==> config.mk <==
export PLATFORM = sky130hd
export DESIGN_NAME = json_string_unescape_to_utf8_core
export DESIGN_NICKNAME = d
export VERILOG_FILES = /design/src/rtl/jsu_pkg.sv /design/src/rtl/jsu_decode.sv /design/src/rtl/jsu_outbuf.sv /design/src/rtl/json_string_unescape_to_utf8_core.sv
export SDC_FILE = /design/constraint.sdc
export NUM_CORES = 1
export LEC_CHECK = 0
export ABC_AREA = 1
export BUFFER_PORTS_ARGS = -buffer_cell sky130_fd_sc_hd__buf_2
export CAP_MARGIN = 30
export CORE_MARGIN = 5
export CORE_UTILIZATION = 48
export CTS_CLUSTER_DIAMETER = 200
export DETAILED_ROUTE_END_ITERATION = 10
export GPL_TIMING_DRIVEN = 0
export PLACE_DENSITY = 0.65
export SLEW_MARGIN = 40
export SYNTH_ARGS = -nofsm -noshare
export SYNTH_HDL_FRONTEND = slang
export SYNTH_SLANG_ARGS = --single-unit
==> constraint.sdc <==
create_clock -name aclk -period 3.46 [get_ports aclk]
set_input_delay 0.346 -clock aclk [delete_from_list [all_inputs] [get_ports aclk]]
set_output_delay 0.346 -clock aclk [all_outputs]
set_load 0.005 [all_outputs]
==> src/rtl/jsu_pkg.sv <==
// Shared types, status codes and helper functions for the JSON string unescaper.
package jsu_pkg;

    // Result status codes.
    localparam logic [2:0] ST_DATA    = 3'd0;
    localparam logic [2:0] ST_DONE    = 3'd1;
    localparam logic [2:0] ST_NOQUOTE = 3'd2;
    localparam logic [2:0] ST_UNTERM  = 3'd3;
    localparam logic [2:0] ST_BADU    = 3'd4;
    localparam logic [2:0] ST_BADESC  = 3'd5;

    localparam int MAX_BEATS = 4;

    // One group of result beats caused by a single input request.
    typedef struct packed {
        logic [MAX_BEATS-1:0][7:0] bytes;
        logic [2:0]                status;
        logic [2:0]                count;
    } jsu_group_t;

    // Value of an ASCII hex digit; bit 4 set marks a non-hex character.
    function automatic logic [4:0] hex_value(input logic [7:0] c);
        logic [4:0] v;
        if (c >= 8'h30 && c <= 8'h39) begin
            v = {1'b0, c[3:0]};
        end else if ((c >= 8'h61 && c <= 8'h66) || (c >= 8'h41 && c <= 8'h46)) begin
            v = {1'b0, c[3:0] + 4'd9};
        end else begin
            v = 5'h10;
        end
        return v;
    endfunction

    // Encode a code point as one to four UTF-8 data bytes.
    function automatic jsu_group_t encode_utf8(input logic [20:0] cp);
        jsu_group_t g;
        g.bytes  = '0;
        g.status = ST_DATA;
        if (cp <= 21'h7F) begin
            g.bytes[0] = {1'b0, cp[6:0]};
            g.count    = 3'd1;
        end else if (cp <= 21'h7FF) begin
            g.bytes[0] = {3'b110, cp[10:6]};
            g.bytes[1] = {2'b10, cp[5:0]};
            g.count    = 3'd2;
        end else if (cp <= 21'hFFFF) begin
            g.bytes[0] = {4'b1110, cp[15:12]};
            g.bytes[1] = {2'b10, cp[11:6]};
            g.bytes[2] = {2'b10, cp[5:0]};
            g.count    = 3'd3;
        end else begin
            g.bytes[0] = {5'b11110, cp[20:18]};
            g.bytes[1] = {2'b10, cp[17:12]};
            g.bytes[2] = {2'b10, cp[11:6]};
            g.bytes[3] = {2'b10, cp[5:0]};
            g.count    = 3'd4;
        end
        return g;
    endfunction

    // A single beat that carries a data byte.
    function automatic jsu_group_t one_byte(input logic [7:0] b);
        jsu_group_t g;
        g.bytes    = '0;
        g.bytes[0] = b;
        g.status   = ST_DATA;
        g.count    = 3'd1;
        return g;
    endfunction

    // A single status beat with a zero byte.
    function automatic jsu_group_t one_status(input logic [2:0] st);
        jsu_group_t g;
        g.bytes  = '0;
        g.status = st;
        g.count  = 3'd1;
        return g;
    endfunction

endpackage

==> src/rtl/jsu_decode.sv <==
// Escape decoder: parse state registers and the per-request decode logic.
module jsu_decode (
    input  logic               aclk,
    input  logic               aresetn,
    input  logic               strict_mode,
    input  logic               in_fire,
    input  logic [7:0]         in_byte,
    input  logic               end_of_input,
    output jsu_pkg::jsu_group_t grp
);
    import jsu_pkg::*;

    localparam logic [3:0] PH_QUOTE   = 4'd0;
    localparam logic [3:0] PH_BODY    = 4'd1;
    localparam logic [3:0] PH_ESC     = 4'd2;
    localparam logic [3:0] PH_HEX1    = 4'd3;
    localparam logic [3:0] PH_WANT_BS = 4'd4;
    localparam logic [3:0] PH_WANT_U  = 4'd5;
    localparam logic [3:0] PH_HEX2    = 4'd6;

    localparam logic [7:0] CH_QUOTE = 8'h22;
    localparam logic [7:0] CH_BSL   = 8'h5C;
    localparam logic [7:0] CH_SLASH = 8'h2F;
    localparam logic [7:0] CH_B     = 8'h62;
    localparam logic [7:0] CH_F     = 8'h66;
    localparam logic [7:0] CH_N     = 8'h6E;
    localparam logic [7:0] CH_R     = 8'h72;
    localparam logic [7:0] CH_T     = 8'h74;
    localparam logic [7:0] CH_U     = 8'h75;

    logic [3:0]  phase_reg, phase_next;
    logic [15:0] acc_reg, acc_next;
    logic [1:0]  dcnt_reg, dcnt_next;
    logic [9:0]  hs_reg, hs_next;

    logic [4:0]  hv;
    logic [15:0] acc_shift;
    logic [20:0] pair_cp;

    assign hv        = end_of_input ? 5'h10 : hex_value(in_byte);
    assign acc_shift = {acc_reg[11:0], hv[3:0]};
    assign pair_cp   = 21'h10000 + {1'b0, hs_reg, acc_shift[9:0]};

    // Next state and result group for the current request.
    always_comb begin
        phase_next = phase_reg;
        acc_next   = acc_reg;
        dcnt_next  = dcnt_reg;
        hs_next    = hs_reg;
        grp        = '0;
        unique case (phase_reg)
            PH_QUOTE: begin
                if (end_of_input || in_byte != CH_QUOTE) begin
                    grp = one_status(ST_NOQUOTE);
                end else begin
                    phase_next = PH_BODY;
                end
            end
            PH_BODY: begin
                if (end_of_input) begin
                    grp = one_status(ST_UNTERM);
                    phase_next = PH_QUOTE;
                end else if (in_byte == CH_QUOTE) begin
                    grp = one_status(ST_DONE);
                    phase_next = PH_QUOTE;
                end else if (in_byte == CH_BSL) begin
                    phase_next = PH_ESC;
                end else begin
                    grp = one_byte(in_byte);
                end
            end
            PH_ESC: begin
                phase_next = PH_BODY;
                if (end_of_input) begin
                    grp = one_status(ST_UNTERM);
                    phase_next = PH_QUOTE;
                end else begin
                    case (in_byte)
                        CH_QUOTE, CH_BSL, CH_SLASH: grp = one_byte(in_byte);
                        CH_B: grp = one_byte(8'h08);
                        CH_F: grp = one_byte(8'h0C);
                        CH_N: grp = one_byte(8'h0A);
                        CH_R: grp = one_byte(8'h0D);
                        CH_T: grp = one_byte(8'h09);
                        CH_U: begin
                            phase_next = PH_HEX1;
                            acc_next   = '0;
                            dcnt_next  = '0;
                        end
                        default: begin
                            if (strict_mode) begin
                                grp = one_status(ST_BADESC);
                                phase_next = PH_QUOTE;
                            end else begin
                                grp.bytes[0] = CH_BSL;
                                grp.bytes[1] = in_byte;
                                grp.status   = ST_DATA;
                                grp.count    = 3'd2;
                            end
                        end
                    endcase
                end
            end
            PH_HEX1, PH_HEX2: begin
                if (hv[4]) begin
                    grp = one_status(ST_BADU);
                    phase_next = PH_QUOTE;
                end else begin
                    acc_next = acc_shift;
                    if (dcnt_reg != 2'd3) begin
                        dcnt_next = dcnt_reg + 2'd1;
                    end else begin
                        dcnt_next = '0;
                        if (phase_reg == PH_HEX1) begin
                            if (acc_shift >= 16'hD800 && acc_shift <= 16'hDBFF) begin
                                hs_next    = acc_shift[9:0];
                                phase_next = PH_WANT_BS;
                            end else begin
                                phase_next = PH_BODY;
                                grp        = encode_utf8({5'd0, acc_shift});
                            end
                        end else if (acc_shift < 16'hDC00 || acc_shift > 16'hDFFF) begin
                            grp = one_status(ST_BADU);
                            phase_next = PH_QUOTE;
                        end else begin
                            phase_next = PH_BODY;
                            hs_next    = '0;
                            grp        = encode_utf8(pair_cp);
                        end
                    end
                end
            end
            PH_WANT_BS: begin
                if (end_of_input || in_byte != CH_BSL) begin
                    grp = one_status(ST_BADU);
                    phase_next = PH_QUOTE;
                end else begin
                    phase_next = PH_WANT_U;
                end
            end
            PH_WANT_U: begin
                if (end_of_input || in_byte != CH_U) begin
                    grp = one_status(ST_BADU);
                    phase_next = PH_QUOTE;
                end else begin
                    phase_next = PH_HEX2;
                    acc_next   = '0;
                    dcnt_next  = '0;
                end
            end
            default: begin
                grp = one_status(ST_NOQUOTE);
                phase_next = PH_QUOTE;
            end
        endcase
        // Any error clears the escape state.
        if (grp.count != 3'd0 && grp.status != ST_DATA && grp.status != ST_DONE) begin
            acc_next  = '0;
            dcnt_next = '0;
            hs_next   = '0;
        end
    end

    // State advances only on an accepted request.
    always_ff @(posedge aclk) begin
        if (!aresetn) begin
            phase_reg <= PH_QUOTE;
            acc_reg   <= '0;
            dcnt_reg  <= '0;
            hs_reg    <= '0;
        end else if (in_fire) begin
            phase_reg <= phase_next;
            acc_reg   <= acc_next;
            dcnt_reg  <= dcnt_next;
            hs_reg    <= hs_next;
        end
    end

endmodule

==> src/rtl/jsu_outbuf.sv <==
// Result register that holds one group of beats and sends them out one per cycle while m_tready is high.
module jsu_outbuf (
    input  logic               aclk,
    input  logic               aresetn,
    input  logic               load,
    input  jsu_pkg::jsu_group_t grp,
    output logic               can_load,
    output logic               m_tvalid,
    input  logic               m_tready,
    output logic [7:0]         m_tdata,
    output logic               m_tlast,
    output logic [2:0]         m_tuser
);
    import jsu_pkg::*;

    logic [MAX_BEATS-1:0][7:0] bytes_reg;
    logic [2:0]                status_reg;
    logic [2:0]                left_reg;
    logic [1:0]                idx_reg;
    logic                      take;

    assign m_tvalid = (left_reg != 3'd0);
    assign take     = m_tvalid && m_tready;
    assign can_load = (left_reg == 3'd0) || (take && left_reg == 3'd1);
    assign m_tdata  = bytes_reg[idx_reg];
    assign m_tlast  = (left_reg == 3'd1);
    assign m_tuser  = status_reg;

    // Beat counter; a new group loads into an empty register or replaces the one whose last beat just left.
    always_ff @(posedge aclk) begin
        if (!aresetn) begin
            left_reg <= '0;
            idx_reg  <= '0;
        end else if (load) begin
            left_reg <= grp.count;
            idx_reg  <= '0;
        end else if (take) begin
            left_reg <= left_reg - 3'd1;
            idx_reg  <= idx_reg + 2'd1;
        end
    end

    // Payload of the held group.
    always_ff @(posedge aclk) begin
        if (load) begin
            bytes_reg  <= grp.bytes;
            status_reg <= grp.status;
        end
    end

endmodule

==> src/rtl/json_string_unescape_to_utf8_core.sv <==
// Top level of the JSON string unescaper with UTF-8 output.
//
// Input stream: one source byte per request in s_tdata, s_tuser marks end of
// input (no byte carried). Output stream: one UTF-8 byte or status per beat,
// m_tuser is the status (0 data, 1 done, 2 no opening quote, 3 unterminated,
// 4 bad unicode escape, 5 invalid escape), m_tlast marks the final beat that a
// request causes. Status beats carry a zero byte.
// The beats of a request appear on the cycle after it is accepted. A request
// that yields zero or one beat does not hold back the next, so plain text flows
// at one byte per cycle while m_tready is high. A request that yields N beats
// (up to four, from a \u escape or a passed-through unknown escape) holds
// s_tready low until its last beat leaves, as there is one result register.
// Opening quotes, backslashes and leading hex digits yield no beat.
// When the receiver stalls, the held beat stays on m_tdata and new requests
// wait once the result register is full.
// Reset (aresetn low, synchronous) empties the output, returns the parser to
// waiting for an opening quote and sets strict_mode to 1. The user must use
// cfg_wr_en to write strict_mode while the block is idle; nothing enforces it.
module json_string_unescape_to_utf8_core (
    input  logic       aclk,
    input  logic       aresetn,
    input  logic       cfg_wr_en,
    input  logic       cfg_wr_data,  // strict_mode
    input  logic       s_tvalid,
    output logic       s_tready,
    input  logic [7:0] s_tdata,      // [7:0] in_byte
    input  logic       s_tuser,      // [0] end_of_input
    output logic       m_tvalid,
    input  logic       m_tready,
    output logic [7:0] m_tdata,      // [7:0] out_byte
    output logic       m_tlast,
    output logic [2:0] m_tuser       // [2:0] status
);
    import jsu_pkg::*;

    logic       strict_reg;
    logic       in_fire;
    logic       can_load;
    jsu_group_t grp;

    // Configuration register.
    always_ff @(posedge aclk) begin
        if (!aresetn) begin
            strict_reg <= 1'b1;
        end else if (cfg_wr_en) begin
            strict_reg <= cfg_wr_data;
        end
    end

    assign s_tready = can_load;
    assign in_fire  = s_tvalid && s_tready;

    jsu_decode u_decode (
        .aclk         (aclk),
        .aresetn      (aresetn),
        .strict_mode  (strict_reg),
        .in_fire      (in_fire),
        .in_byte      (s_tdata),
        .end_of_input (s_tuser),
        .grp          (grp)
    );

    jsu_outbuf u_outbuf (
        .aclk     (aclk),
        .aresetn  (aresetn),
        .load     (in_fire && grp.count != 3'd0),
        .grp      (grp),
        .can_load (can_load),
        .m_tvalid (m_tvalid),
        .m_tready (m_tready),
        .m_tdata  (m_tdata),
        .m_tlast  (m_tlast),
        .m_tuser  (m_tuser)
    );

    // An empty result register always takes a request.
    a_ready_when_empty: assert property (@(posedge aclk) disable iff (!aresetn)
        !m_tvalid |-> s_tready)
        else $error("input stalled while output is empty");

    // Status beats stand alone with a zero byte.
    a_status_beat: assert property (@(posedge aclk) disable iff (!aresetn)
        (m_tvalid && m_tuser != ST_DATA) |-> (m_tlast && m_tdata == 8'd0))
        else $error("status beat is not a single zero beat");

    // Reset leaves the output empty.
    a_reset_empty: assert property (@(posedge aclk)
        !aresetn |=> !m_tvalid)
        else $error("output valid after reset");

endmodule
; Word level (Yosys, flattened, before mapping)
; Cells that the tools add are included.
[classes]
magnitude_cmp = 16
n_mux = 72
n_reduce_logical = 31
addsub = 5
n_bitwise = 1
eq_ne = 32
[op_table]
columns = op, n
row1 = $mux W38, 8
row2 = $pmux W38 S6, 1
row3 = $pmux W22 S7, 1
row4 = $mux W10, 7
row5 = $mux W12, 5
row6 = $eq A8 B7 Y1 const B, 7
row7 = $mux W16, 3
row8 = $mux W22, 2
row9 = $mux W8, 5
row10 = $pmux W12 S3, 1
row11 = $mux W4, 8
row12 = $mux W14, 2
row13 = $mux W3, 9
row14 = $mux W24, 1
row15 = $pmux W4 S6, 1
row16 = $add A17 B20 Y21 const A, 1
row17 = $le A21 B11 Y1 const B, 1
row18 = $le A21 B16 Y1 const B, 1
row19 = $le A21 B7 Y1 const B, 1
row20 = $mux W5, 4
row21 = $bmux W8 S2, 1
row22 = $eq A8 B6 Y1 const B, 2
row23 = $ge A16 B16 Y1 const B, 1
row24 = $ge A8 B7 Y1 const B, 2
row25 = 41 further kinds, 82
[totals]
inputBits = 15
reg_bits = 69
wordCells = 169
output_inout_bits = 14

; Logic depth before layout (Yosys ltp)
[depth]
depth_word = 21
depth_mapped = 22

; Cells and area by module
; A second synthesis with hierarchy kept.
[unflattened]
cells_unflattened = 777
hier_area_um2 = 5248.8
[modules_own_cells]
columns = module, area_each_um2, seq_area_each_um2, instances, cells_per_inst
row1 = jsu_decode, 3567.2, 540.5, 1, 637
row2 = jsu_outbuf, 1621.6, 1151.1, 1, 130
row3 = json_string_unescape_to_utf8_core, 60.1, 20.0, 1, 10

; Worst setup path before layout
; Ideal clock, no wire load.
[synth_path]
path_kind = input port to flip-flop
start = in s_tdata[1]
end = reg u_outbuf.bytes_reg[0] in the netlist's numbering (enable)
cell_stages = 17
required_ps = 3086
setup_ps = 374
arrival_time_ps = 2528
setup_slack_ps = 558
path_cell_list = inv_1 ha_1 o21ai_2 nand2_2 nand2_4 nand2_1 nand2_1 nand2_1 nor2_4 nand4_2 nand3_2 nand2_4 nor2_8 nand3_4 nand3_2 o21bai_4 inv_2
[synth_via]
elab_chain_len = 18
[synth_lines]
columns = element, line_no
row1 = "start, declared", json_string_unescape_to_utf8_core.sv:26  ; input logic [7:0] s_tdata,
row2 = $ge A8 B7 Y1 / $le A8 B7 Y1 (equally long branches), jsu_pkg.sv:26  ; end else if ((c >= 8'h61 && c <= 8'h66) || (c >= 8'h41 && c <= 8'h46)) begin
row3 = $logic_and A1 B1 Y1, jsu_pkg.sv:26
row4 = $logic_or A1 B1 Y1, jsu_pkg.sv:26
row5 = $mux W5, jsu_pkg.sv:26
row6 = $mux W5, jsu_pkg.sv:24  ; if (c >= 8'h30 && c <= 8'h39) begin
row7 = $mux W5, jsu_decode.sv:40  ; assign hv = end_of_input ? 5'h10 : hex_value(in_byte);
row8 = $add A17 B20 Y21, jsu_decode.sv:42  ; assign pair_cp = 21'h10000 + {1'b0, hs_reg, acc_shift[9:0]};
row9 = $le A21 B16 Y1, jsu_pkg.sv:46  ; end else if (cp <= 21'hFFFF) begin
row10 = (+3 left out), --
row11 = $mux W38, jsu_decode.sv:122  ; end else if (acc_shift < 16'hDC00 || acc_shift > 16'hDFFF) begin
row12 = $mux W38, jsu_decode.sv:114  ; if (phase_reg == PH_HEX1) begin
row13 = $mux W38, jsu_decode.sv:110  ; if (dcnt_reg != 2'd3) begin
row14 = $mux W38, jsu_decode.sv:105  ; if (hv[4]) begin
row15 = $pmux W38 S6 (*), jsu_decode.sv:51  ; unique case (phase_reg)
row16 = $reduce_bool A3 Y1 (*), json_string_unescape_to_utf8_core.sv:66  ; .load (in_fire && grp.count != 3'd0),
row17 = $logic_and A1 B1 Y1 (*), json_string_unescape_to_utf8_core.sv:66
row18 = via u_outbuf.load, jsu_outbuf.sv:5  ; input logic load,
row19 = "end signal, assigned", jsu_outbuf.sv:46  ; bytes_reg <= grp.bytes;
row20 = "end, declared", jsu_outbuf.sv:16  ; logic [MAX_BEATS-1:0][7:0] bytes_reg;
; Mark *: on every way through the listed nets, which the timed path passes. The rest lies on a longest branch.
; A chain may end at the register's enable or synchronous reset.

==> results by group <==
Logic synthesis
  • Syn Area/Cell: 6.916 µm²
  • Post-synthesis instance area: 4945 µm²
  • Asr flop ratio synth: 0%
  • Post-synth EDFFs: 33
  • Synth cell types: 46
  • Main flop type after synthesis: edfxtp_1
  • Synth Register Bits: 66
  • Sequential cell area fraction in the yosys report: 33.40%
  • Syn Inst Count: 715
  • Post-synth net total: 740
  • Synth warn: 0

CTS
  • Hold_buf cts: 0
  • CTS tree: yes
  • Max Root-Sink Buffers: 2
  • Cts bufs inserted: 9
  • Reg clk slew, reported paths: 0.07 ns
  • CTS root buffer: clkbuf_8
  • Worst-Skew Late Latency: 0.37 ns
  • Post-CTS setup buffer count: 0
  • Clk sink count: 66
  • H-Tree Depth: 3

Finish
  • Share of cells above drive strength 1: 12.70%
  • Nets: 776
  • Inserted Diodes: 0
  • Most frequent cells in the layout: nand2_1 (124), nor2_1 (103), inv_1 (88)
  • Synth-to-layout area growth: 9.818%
  • Commonest non-fill, non-tap cell in the layout: nand2_1
  • Max reg flops: 30
  • Design area: 5430 µm²

Floorplan
  • Core area: 10180 µm²
  • Initial Util: 48.55%
  • Die width: 111.5 µm
  • Die ar.: 12430 µm²
  • # IOs: 29
  • # rows: 37
  • Die height: 111.5 µm

Timing
  • Final Hold Slack: 0.1870 ns
  • Clock skew: 0.02903 ns
  • Max Slew Vio Count: 0
  • Final min period: 3.241 ns
  • Fmax: 308.5 MHz
  • RSZ-0062 raised after global routing: no
  • Worst-Margin Slew: 0.5333 ns
  • Final-report setup violation count: 0
  • Final hold vios: 0
  • Final worst-path cycle share: 93.68%
  • Slew headroom: 64.45%

Detailed routing
  • Initial DRC Count: 586
  • Post-DR vias/cell: 5.865
  • Wire length per cell: 18.34 µm
  • Vias: 5232
  • Routed WL: 16360 µm
  • Post-route DRC: 0
  • Drt first pass iters: 6
  • Antenna Nets Post-Route: 0

Placement
  • Hpwl dp: 12770 µm
  • GPL Wtd Cong: 1.006
  • IO buf count: 25
  • Dpl cell area: 5240 µm²

Critical path
  • Worst r2r src: u_decode.acc_reg[5]
  • Slowest-stage cell, CP: ha_1
  • Worst setup path end: u_outbuf.bytes_reg[0]
  • Worst endpoint required time: 3.53 ns
  • Worst path max stage delay: 0.29 ns
  • Worst-case register-to-register setup slack: 0.33 ns
  • Worst EP arrival: 3.31 ns
  • Crit path top cell by count: nand2_1
  • Levels on crit path: 19
  • Crit path max fanout: 10
  • Depth of the worst register-to-register path: 15
  • Reg-to-reg critical path endpoint: u_outbuf.bytes_reg[0]
  • Setup Crit Path Kind: input port to flop
  • CP endpoint kind: flop
  • CP delay by family, top: simple AND/OR/NAND/NOR gates
  • CP startpoint kind: input port
  • Worst Path Buf+Inv: 4
  • Setup crit start: s_tdata[1]
  • Crit-path cells: buf_2, inv_1, ha_1, o21ai_2, nand2_2, nand2_4, nand2_1, nand3_1, nor2_1, nand4_1, nand2_1, nand2_1, nor2_2, inv_1, buf_6, o221ai_1, o211ai_1, nand2_1, nand3_1

GRT
  • GRT Util Overall: 26.16%
  • Vias in the first global route: 4834
  • Initial antenna violation count: 0
  • First-pass GRT wire length: 25820 µm
  • GRT overflow: 0
  • Largest net degree at the start of global routing: 36

Pwr
  • Largest vdd supply drop: 0.0003413 V
  • Pleak: 2.271 nW
  • Cell Pwr Density: 616.8 nW/µm²

Hold path
  • HP Class: input port to flop

Flow run
  • Max cap viols: 0

Status
  • Outcome: completed
[what timing repair did]
item | in CTS | in global routing
setup endpoints to repair | 0 | 34
hold endpoints to repair | 0 | 0
gates resized for setup | 0 | 3
[logic make-up after synthesis]
logic type      after synthesis  synth area share [%]
flops                        66                 33.40
simple gates                342                 32.62
xor+xnor                      6                 1.063
fa+ha+maj                    10                 2.530
buf+inv                     116                 9.539
compound gates              175                 20.85
[cells in the mapped netlist, drive strengths merged, types with 2 or more instances]
| cell | number | area share, % |
|---|---|---|
| a21oi | 58 | 5.9 |
| o221ai | 8 | 1.4 |
| o21ai | 65 | 6.7 |
| ha | 10 | 2.5 |
| buf | 10 | 1.5 |
| nand4 | 13 | 1.8 |
| a22oi | 2 | 0.30 |
| o311ai | 2 | 0.51 |
| o2111ai | 2 | 0.35 |
| clkbuf | 13 | 0.99 |
| o211ai | 10 | 1.5 |
| nor4 | 2 | 0.25 |
| dfxtp | 33 | 13 |
| a31oi | 3 | 0.38 |
| edfxtp | 33 | 20 |
| a32oi | 4 | 0.71 |
| nand3 | 51 | 6.1 |
| xor2 | 5 | 0.89 |
| nor2 | 115 | 10 |
| nand2 | 138 | 12 |
| o22ai | 16 | 2.0 |
| inv | 92 | 7.0 |
| nor3 | 21 | 2.4 |
[worst min path at each step]
stage / end / cells after the start / startpoint
floorplan: strict_reg / 1 / cfg_wr_en
global placement: u_outbuf.left_reg[1] / 2 / u_outbuf.left_reg[1]
detailed placement: u_decode.dcnt_reg[1] / 4 / u_decode.dcnt_reg[1]
CTS: strict_reg / 2 / cfg_wr_en
global route: strict_reg / 2 / cfg_wr_en
finish: strict_reg / 2 / cfg_wr_en
[layer usage]
metal	global-route usage [%]	vias to the layer above	share of wire (%)
met3	4.185	48	8.2
met5	0	-	0
met4	10.22	0	3.3
met2	40.29	259	44
met1	36.87	2420	45
li1	-	2505	-
[cell type report]
class	instances	area, µm²
tap	136	170.2
inverter	93	354.1
clock buffer	10	127.6
clock inverter	6	57.56
buffer	23	122.6
multi-input combinational	533	2821
timing repair buffer	25	125.1
sequential	66	1652
fill	1031	4755
[per-stage QoR]
step	power (W)	TNS, ns	instances	utilization, %	worst slack [ns]
finish	0.003350	0	892	53.32	0.2188
global route	0.003577	0	892	53.32	0.04050
CTS	0.003325	0	892	53.27	0.01529
detailed placement	0.002686	-10.56	876	51.45	-0.3392
global placement	0.002659	-9.425	876	51.45	-0.2876
floorplan	0.002212	0	715	-	0.5582
[power breakdown]
part | internal [W] | switching [W]
clock | 0.000328 | 0.000322
sequential | 0.00107 | 0.000162
combinational | 0.000457 | 0.00102
Note: power is estimated with default switching activity, not from simulation.
